`config.mk`:
```
export PLATFORM = sky130hd
export DESIGN_NAME = decimal_text_to_fixed_unit
export DESIGN_NICKNAME = d
export VERILOG_FILES = /design/src/design/dtf_pkg.sv /design/src/design/decimal_text_to_fixed_unit.sv
export SDC_FILE = /design/constraint.sdc
export NUM_CORES = 1
export LEC_CHECK = 0
export BUFFER_PORTS_ARGS = -buffer_cell sky130_fd_sc_hd__clkbuf_2
export CAP_MARGIN = 20
export CORE_MARGIN = 4
export CORE_UTILIZATION = 60
export CTS_BUF_LIST = sky130_fd_sc_hd__clkbuf_2 sky130_fd_sc_hd__clkbuf_4 sky130_fd_sc_hd__clkbuf_8
export CTS_CLUSTER_DIAMETER = 150
export DETAILED_ROUTE_END_ITERATION = 16
export PLACE_DENSITY = 0.85
export SLEW_MARGIN = 20
export SYNTH_ARGS = -nofsm -noshare
export SYNTH_HDL_FRONTEND = slang
export SYNTH_SLANG_ARGS = --single-unit
```
`constraint.sdc`:
```
create_clock -name clk_i -period 16.75 [get_ports clk_i]
set_clock_uncertainty 0.2 [all_clocks]
set_input_delay 0 -clock clk_i [delete_from_list [all_inputs] [get_ports clk_i]]
set_output_delay 0 -clock clk_i [all_outputs]
set_load 0.01 [all_outputs]
```
`src/design/dtf_pkg.sv`:
```
// Package for the decimal text to fixed-point converter.
// Holds the parse mode codes, character codes, field widths and powers of ten; no dependencies.
`timescale 1ns / 1ps

package dtf_pkg;

  localparam int unsigned MODE_W = 2;
  localparam logic [MODE_W-1:0] MODE_IDLE = 2'd0;
  localparam logic [MODE_W-1:0] MODE_INT  = 2'd1;
  localparam logic [MODE_W-1:0] MODE_FRAC = 2'd2;

  localparam logic [7:0] CHAR_ZERO = 8'h30;
  localparam logic [7:0] CHAR_NINE = 8'h39;
  localparam logic [7:0] CHAR_DOT  = 8'h2E;

  localparam int unsigned INT_W   = 31;
  localparam int unsigned FRAC_W  = 32;
  localparam int unsigned INDEX_W = 8;

  localparam logic [INT_W-1:0]   INT_MAX   = '1;
  localparam logic [FRAC_W-1:0]  FRAC_MAX  = '1;
  localparam logic [INDEX_W-1:0] INDEX_MAX = '1;

  localparam logic [63:0] POW_TEN [10] = '{
    64'd1, 64'd10, 64'd100, 64'd1000, 64'd10000, 64'd100000,
    64'd1000000, 64'd10000000, 64'd100000000, 64'd1000000000
  };

endpackage

```
`src/design/decimal_text_to_fixed_unit.sv`:
```
// Top level of the decimal text to fixed-point converter.
// Depends on dtf_pkg for mode codes, character codes, field widths and powers of ten.
//
//   channel  | dir | tdata fields (low bit up)                    | tlast
//   s_axis   | in  | char_code[7:0]                               | line_end
//   m_axis   | out | int_part[30:0], frac_part[31:0],            | last_in_line
//            |     | number_index[7:0], one zero pad bit          |
//
// One character word is taken every cycle unless the word in the input register closes a number
// while the output is stalled; the parse state loads at the edge where a word leaves the input
// register, and the result register loads there too when that word closes a number.
// Reset clears all valid flags and the parse state; no clearing pass is needed.
// A stalled output holds its word; the input register still takes one more word,
// and words that make no result keep flowing while the output is stalled.
`timescale 1ns / 1ps

module decimal_text_to_fixed_unit #(
  parameter int unsigned FRAC_DIGITS = 6
) (
  input  logic        clk_i,
  input  logic        rst_ni,
  input  logic        s_axis_tvalid,
  output logic        s_axis_tready,
  input  logic [7:0]  s_axis_tdata,   // char_code[7:0]
  input  logic        s_axis_tlast,
  output logic        m_axis_tvalid,
  input  logic        m_axis_tready,
  output logic [71:0] m_axis_tdata,   // int_part[30:0], frac_part[62:31], number_index[70:63]
  output logic        m_axis_tlast
);

  localparam int unsigned CNT_W   = $clog2(FRAC_DIGITS + 1);
  localparam int unsigned CNT_DEP = 2 ** CNT_W;
  localparam int unsigned INT_W   = dtf_pkg::INT_W;
  localparam int unsigned FRAC_W  = dtf_pkg::FRAC_W;
  localparam int unsigned INDEX_W = dtf_pkg::INDEX_W;
  localparam logic [CNT_W-1:0] CNT_LIMIT = CNT_W'(FRAC_DIGITS);

  // Rounded fraction terms round(d * 2^32 / 10^(k+1)), built at elaboration.
  logic [FRAC_W-1:0] term_tab [CNT_DEP][16];

  for (genvar k = 0; k < CNT_DEP; k++) begin : g_pos
    for (genvar d = 0; d < 16; d++) begin : g_dig
      if (k < FRAC_DIGITS && d < 10) begin : g_term
        localparam logic [63:0] P = dtf_pkg::POW_TEN[k + 1];
        localparam logic [63:0] T = ((64'(d) << 32) + (P >> 1)) / P;
        assign term_tab[k][d] = T[FRAC_W-1:0];
      end else begin : g_zero
        assign term_tab[k][d] = '0;
      end
    end
  end

  // Input register.
  logic       in_valid_q, in_valid_d;
  logic [7:0] in_char_q;
  logic       in_last_q;

  // Parse state.
  logic [dtf_pkg::MODE_W-1:0] mode_q, mode_d;
  logic [INT_W-1:0]           int_q, int_d;
  logic [FRAC_W-1:0]          frac_q, frac_d;
  logic [CNT_W-1:0]           fcnt_q, fcnt_d;
  logic [INDEX_W-1:0]         ncnt_q, ncnt_d;

  // Output register.
  logic               out_valid_q, out_valid_d;
  logic [INT_W-1:0]   out_int_q;
  logic [FRAC_W-1:0]  out_frac_q;
  logic [INDEX_W-1:0] out_index_q;
  logic               out_last_q;

  logic              is_digit, is_dot, emit, out_free, proc;
  logic [3:0]        digit;
  logic [INT_W+3:0]  int_next;
  logic [FRAC_W:0]   frac_sum;
  logic [INT_W-1:0]  join_int;
  logic [FRAC_W-1:0] join_frac;

  always_comb begin
    is_digit = (in_char_q >= dtf_pkg::CHAR_ZERO) && (in_char_q <= dtf_pkg::CHAR_NINE);
    is_dot   = (in_char_q == dtf_pkg::CHAR_DOT);
    digit    = 4'(in_char_q - dtf_pkg::CHAR_ZERO);
    int_next = ({1'b0, int_q, 3'b000} + {3'b000, int_q, 1'b0}) + (INT_W+4)'(digit);
    frac_sum = {1'b0, frac_q} + {1'b0, term_tab[fcnt_q][digit]};
    if (is_digit || is_dot) begin
      emit = in_last_q;
    end else begin
      emit = (mode_q != dtf_pkg::MODE_IDLE);
    end
  end

  assign out_free      = !out_valid_q || m_axis_tready;
  assign proc          = in_valid_q && (!emit || out_free);
  assign s_axis_tready = !in_valid_q || proc;

  always_comb begin
    in_valid_d  = s_axis_tready ? s_axis_tvalid : in_valid_q;
    out_valid_d = (proc && emit) ? 1'b1 : (m_axis_tready ? 1'b0 : out_valid_q);
    mode_d = mode_q;
    int_d  = int_q;
    frac_d = frac_q;
    fcnt_d = fcnt_q;
    ncnt_d = ncnt_q;
    if (is_digit) begin
      if (mode_q == dtf_pkg::MODE_FRAC) begin
        if (fcnt_q < CNT_LIMIT) begin
          frac_d = frac_sum[FRAC_W] ? dtf_pkg::FRAC_MAX : frac_sum[FRAC_W-1:0];
          fcnt_d = fcnt_q + CNT_W'(1);
        end
      end else begin
        int_d  = (int_next > (INT_W+4)'(dtf_pkg::INT_MAX)) ? dtf_pkg::INT_MAX
                                                           : int_next[INT_W-1:0];
        mode_d = dtf_pkg::MODE_INT;
      end
    end else if (is_dot) begin
      mode_d = dtf_pkg::MODE_FRAC;
    end
    // The number as it stands once this character has joined it.
    join_int  = int_d;
    join_frac = frac_d;
    if (emit) begin
      mode_d = dtf_pkg::MODE_IDLE;
      int_d  = '0;
      frac_d = '0;
      fcnt_d = '0;
      if (ncnt_q != dtf_pkg::INDEX_MAX) begin
        ncnt_d = ncnt_q + INDEX_W'(1);
      end
    end
    if (in_last_q) begin
      mode_d = dtf_pkg::MODE_IDLE;
      int_d  = '0;
      frac_d = '0;
      fcnt_d = '0;
      ncnt_d = '0;
    end
  end

  always_ff @(posedge clk_i or negedge rst_ni) begin
    if (!rst_ni) begin
      in_valid_q  <= 1'b0;
      out_valid_q <= 1'b0;
      mode_q      <= dtf_pkg::MODE_IDLE;
      int_q       <= '0;
      frac_q      <= '0;
      fcnt_q      <= '0;
      ncnt_q      <= '0;
    end else begin
      in_valid_q  <= in_valid_d;
      out_valid_q <= out_valid_d;
      if (proc) begin
        mode_q <= mode_d;
        int_q  <= int_d;
        frac_q <= frac_d;
        fcnt_q <= fcnt_d;
        ncnt_q <= ncnt_d;
      end
    end
  end

  always_ff @(posedge clk_i) begin
    if (s_axis_tready && s_axis_tvalid) begin
      in_char_q <= s_axis_tdata;
      in_last_q <= s_axis_tlast;
    end
    if (proc && emit) begin
      // A separator leaves the number unchanged; a digit or dot at the line end
      // joins it before it is emitted.
      out_int_q   <= join_int;
      out_frac_q  <= join_frac;
      out_index_q <= ncnt_q;
      out_last_q  <= in_last_q;
    end
  end

  assign m_axis_tvalid = out_valid_q;
  assign m_axis_tdata  = {1'b0, out_index_q, out_frac_q, out_int_q};
  assign m_axis_tlast  = out_last_q;

  // A word in the input register is never overwritten before it is processed.
  assert property (@(posedge clk_i) disable iff (!rst_ni)
    (s_axis_tvalid && s_axis_tready) |-> (!in_valid_q || proc))
    else $error("input register overwritten");

  // An idle parser holds an empty number.
  assert property (@(posedge clk_i) disable iff (!rst_ni)
    (mode_q == dtf_pkg::MODE_IDLE) |-> (int_q == '0 && frac_q == '0 && fcnt_q == '0))
    else $error("idle parser holds a number");

  // The fraction digit count never passes its limit.
  assert property (@(posedge clk_i) disable iff (!rst_ni)
    fcnt_q <= CNT_LIMIT)
    else $error("fraction digit count out of range");

  // A line end clears the whole parse state.
  assert property (@(posedge clk_i) disable iff (!rst_ni)
    (proc && in_last_q) |=> (ncnt_q == '0 && mode_q == dtf_pkg::MODE_IDLE))
    else $error("line end did not clear state");

  // A result word is never replaced while it waits to be taken.
  assert property (@(posedge clk_i) disable iff (!rst_ni)
    (out_valid_q && !m_axis_tready) |-> !(proc && emit))
    else $error("pending result overwritten");

endmodule

```
==> key figures <==
Status
  – Outcome: finished clean

Synthesis
  – Synthesized area per cell: 8.62 sq um
  – Cell types occupying the most area after synthesis: edfxtp_1, dfrtp_1, ha_1, a21oi_1, o21ai_0
  – Synthesized cell area: 12200 sq um
  – Register area share after synthesis: 35.8%
  – Post-Synthesis Net Count: 1544
  – Yosys cell types: 81
  – Number of enable flip-flop cells after synthesis: 81
  – Number of instances in the synthesized netlist: 1421
  – Share of synthesized registers carrying an async set or reset: 49.1%
  – Number of warnings issued by yosys: 0
  – Main flop type after synthesis: edfxtp_1
  – FF+latch count, synth: 159
  – Area share of the largest cell type after synthesis: 19.9%
  – Area leader, netlist: edfxtp_1

Layout
  – Commonest cells after routing, fill and taps aside: a21oi_1, nor2_1, o21ai_0
  – FF/Latch Area: 4380 sq um
  – Area used by multi-input combinational logic: 7340 sq um
  – Layout net count: 1590
  – ANT cells: 0
  – Most common cell after layout, fill and taps aside: a21oi_1
  – Number of fill cells in the layout: 1612
  – Growth of design area from synthesis to finish: 9.39%
  – Share of final-layout standard cells stronger than drive strength 1: 11.5%

Detailed routing
  – First drt pass iteration count: 7
  – Vias per cell: 6.77
  – Residual DRC count: 0
  – Via count of the routed design: 11.8k
  – DRT antenna net count: 0
  – Detailed-route wire length: 36800 um
  – Drt first-iter violations: 1799
  – WL per Instance: 21.1 um

Placed design
  – Post-DP HPWL: 25500 um
  – Routability congestion estimate from global placement: 1.05
  – Pre-CTS setup slack: 10740 ps
  – Port Buffer Count: 86

STA
  – Min Tclk post-route: 6210 ps
  – Unrepaired setup endpoints after global routing: no
  – Normalized max-slew margin: 29.8%
  – Pins Over Slew Limit: 0
  – Post-layout worst setup margin: 10540 ps
  – Count of final setup violators: 0
  – Final worst hold slack: 24.9 ps
  – Transition time at the pin with the least slew margin: 1030 ps
  – TNS Setup: 0 ps
  – Fmax: 161 MHz
  – Final hold viol count: 0
  – Post-route fraction of the period consumed by the critical path: 37.1%

CTS
  – CTS Buf Count: 17
  – Clock root buffer master: clkbuf_8
  – Clk buf depth: 2
  – Clock-pin slew of the registers on the worst-case setup and hold paths: 100 ps
  – Clock insertion delay at the later pin of the skew report: 480 ps
  – TritonCTS clock tree: done
  – Number of sinks on the clock net: 159
  – Total number of H-tree levels: 4
  – Number of resized instances in the post-cts repair step: 0

Critical path
  – CP endpoint kind: flop
  – Maximum fanout encountered on the critical timing path: 67
  – Required time at the endpoint of the critical path: 16950 ps
  – Data arrival time of the worst path: 6410 ps
  – Slowest stage cell, crit path: nand2_1
  – Startpoint-to-endpoint class of the critical path: reg -> reg
  – CP Cell Sequence: buf_4 > nor2_1 > nand2_1 > nor2_1 > o21ai_0 > nand2_1 > ha_1 > inv_1 > fa_1 > nand2b_1 > a21o_1 > a21oi_1 > o2111ai_1 > a211oi_1 > nor4_2 > nor2_2 > buf_4 > o21ai_0 > a21oi_1
  – Largest stage delay on the critical path: 730 ps
  – Startpoint types: flop

Global routing
  – Largest net degree at the start of global routing: 86
  – First-pass GRT wire length: 58100 um
  – Total congestion overflow after global routing: 0
  – Number of antenna violations at the first check in global routing: 0
  – Via count of the first global-routing pass: 10.8k
  – All-Layer GR Usage: 32.1%

Floorplanning
  – X dimension of the die: 151 um
  – Area of the die: 22800 sq um
  – Die extent in y: 151 um
  – Effective utilization at floorplan: 61.9%
  – Top-level I/O count: 88
  – Row Count: 51
  – Core Region: 19800 sq um

Min path
  – Type of the worst min-delay path: in -> reg

Power and ir drop
  – Power per unit of standard cell area: 74.5 nW/um^2
  – Peak supply drop: 0.0569 mV
  – Leakage power of the design: 0.00574 uW

Job
  – MaxCap Viol Count: 0
## path summary, 6_finish.rpt
kind                            startpoint              to  slack, ps  depth (start not counted)
setup / recovery              in_char_q[2]       frac_q[3]      10540                         19
hold / removal             s_axis_tdata[4]    in_char_q[4]         20                          2
setup reg to reg              in_char_q[2]       frac_q[3]      10540                         19
hold reg to reg                  ncnt_q[1]  out_index_q[1]        340                          0
max in group asynchronous           rst_ni      frac_q[13]      15580                          3
min in group asynchronous           rst_ni        int_q[7]         90                          3
## layout make-up
| type | instances | share of cell area [%] |
|---|---|---|
| multi-input cells | 1131 | 54.8 |
| inverters | 40 | 1.12 |
| flip-flops and latches | 159 | 32.7 |
| well taps | 265 | 2.48 |
| clock inverters | 15 | 1.81 |
| clock buffers | 17 | 1.75 |
| repair buffers | 118 | 5.29 |
## where the power goes
part           internal (uW)  leakage [uW]  total, uW  switching (uW)
registers                429       0.00177        446            17.1
clock network            170      0.000234        347             176
logic                   71.9       0.00374        206             134
## registers in the layout, indices dropped and copies added, names as in the netlist, 2 cells and up
register,flops
fcnt_q,3
frac_q,32
in_char_q,8
int_q,31
mode_q,2
ncnt_q,8
out_frac_q,32
out_index_q,8
out_int_q,31
## per-stage QoR
stage | instance area [sq um] | std cells | total power [uW] | util [%]
after floorplan | 12200 | 1421 | 593 | -
final | 13400 | 1745 | 998 | 67.7
after detailed placement | 12800 | 1698 | 650 | 64.6
after global routing | 13400 | 1745 | 1040 | 67.7
after CTS | 13400 | 1744 | 995 | 67.7
after global placement | 12800 | 1698 | 644 | 64.5
## layer usage
| metal | GRT usage (%) | vias up | share of wire, % |
|---|---|---|---|
| li1 | - | 5400 | - |
| met1 | 46.3 | 5649 | 43 |
| met2 | 48.6 | 661 | 45 |
| met3 | 6.19 | 104 | 9.1 |
| met4 | 11.4 | 0 | 3.3 |
| met5 | 0 | - | 0 |
## cell families after synthesis
group / count (synthesis) / share of synthesized area (%)
AOI/OAI and AO/OA: 566 / 29.1
xor gates and xnor gates: 53 / 3.79
adders and majority gates: 110 / 11.4
buffers and inverters: 131 / 4.48
DFF: 159 / 35.8
muxes: 8 / 0.725
other: 1 / 0.0306
and+or+nand+nor: 393 / 14.6
## cell usage after synthesis, types with 4 or more instances
library cell and n:
o21ai_1 9, clkbuf_1 67, nor2b_1 11, nand4_1 10
a21o_1 21, or2_2 6, o21a_1 10, ha_1 107
o311ai_0 4, nand2b_1 18, nand3_1 22, xor2_1 27
mux2i_1 4, buf_1 11, a311oi_1 7, buf_2 6
inv_1 38, o22a_1 22, a21oi_1 163, and2_1 5
xnor2_1 26, o21ai_0 141, o32ai_1 6, o21bai_1 5
nand2_1 107, dfrtp_1 78, and3_1 11, nor3_1 36
o22ai_1 21, a22o_1 16, a31oi_1 53, o211ai_1 13
o31ai_1 7, edfxtp_1 81, buf_6 6, a22oi_1 7
nor2_1 147, or3_1 6, a211oi_1 18
## worst max-delay path: cells and delay by family (launching register included)
family,cells,cell delay (ps)
simple gates,7,2630
compound gates,7,1560
buf+inv,3,740
fa+ha+maj,2,590
flops,1,370
## what timing repair did
action,CTS,global route
endpoints found under the hold margin,98,0
setup buffers,0,0
hold buffers,14,0
(Power assumes the default switching activity.)
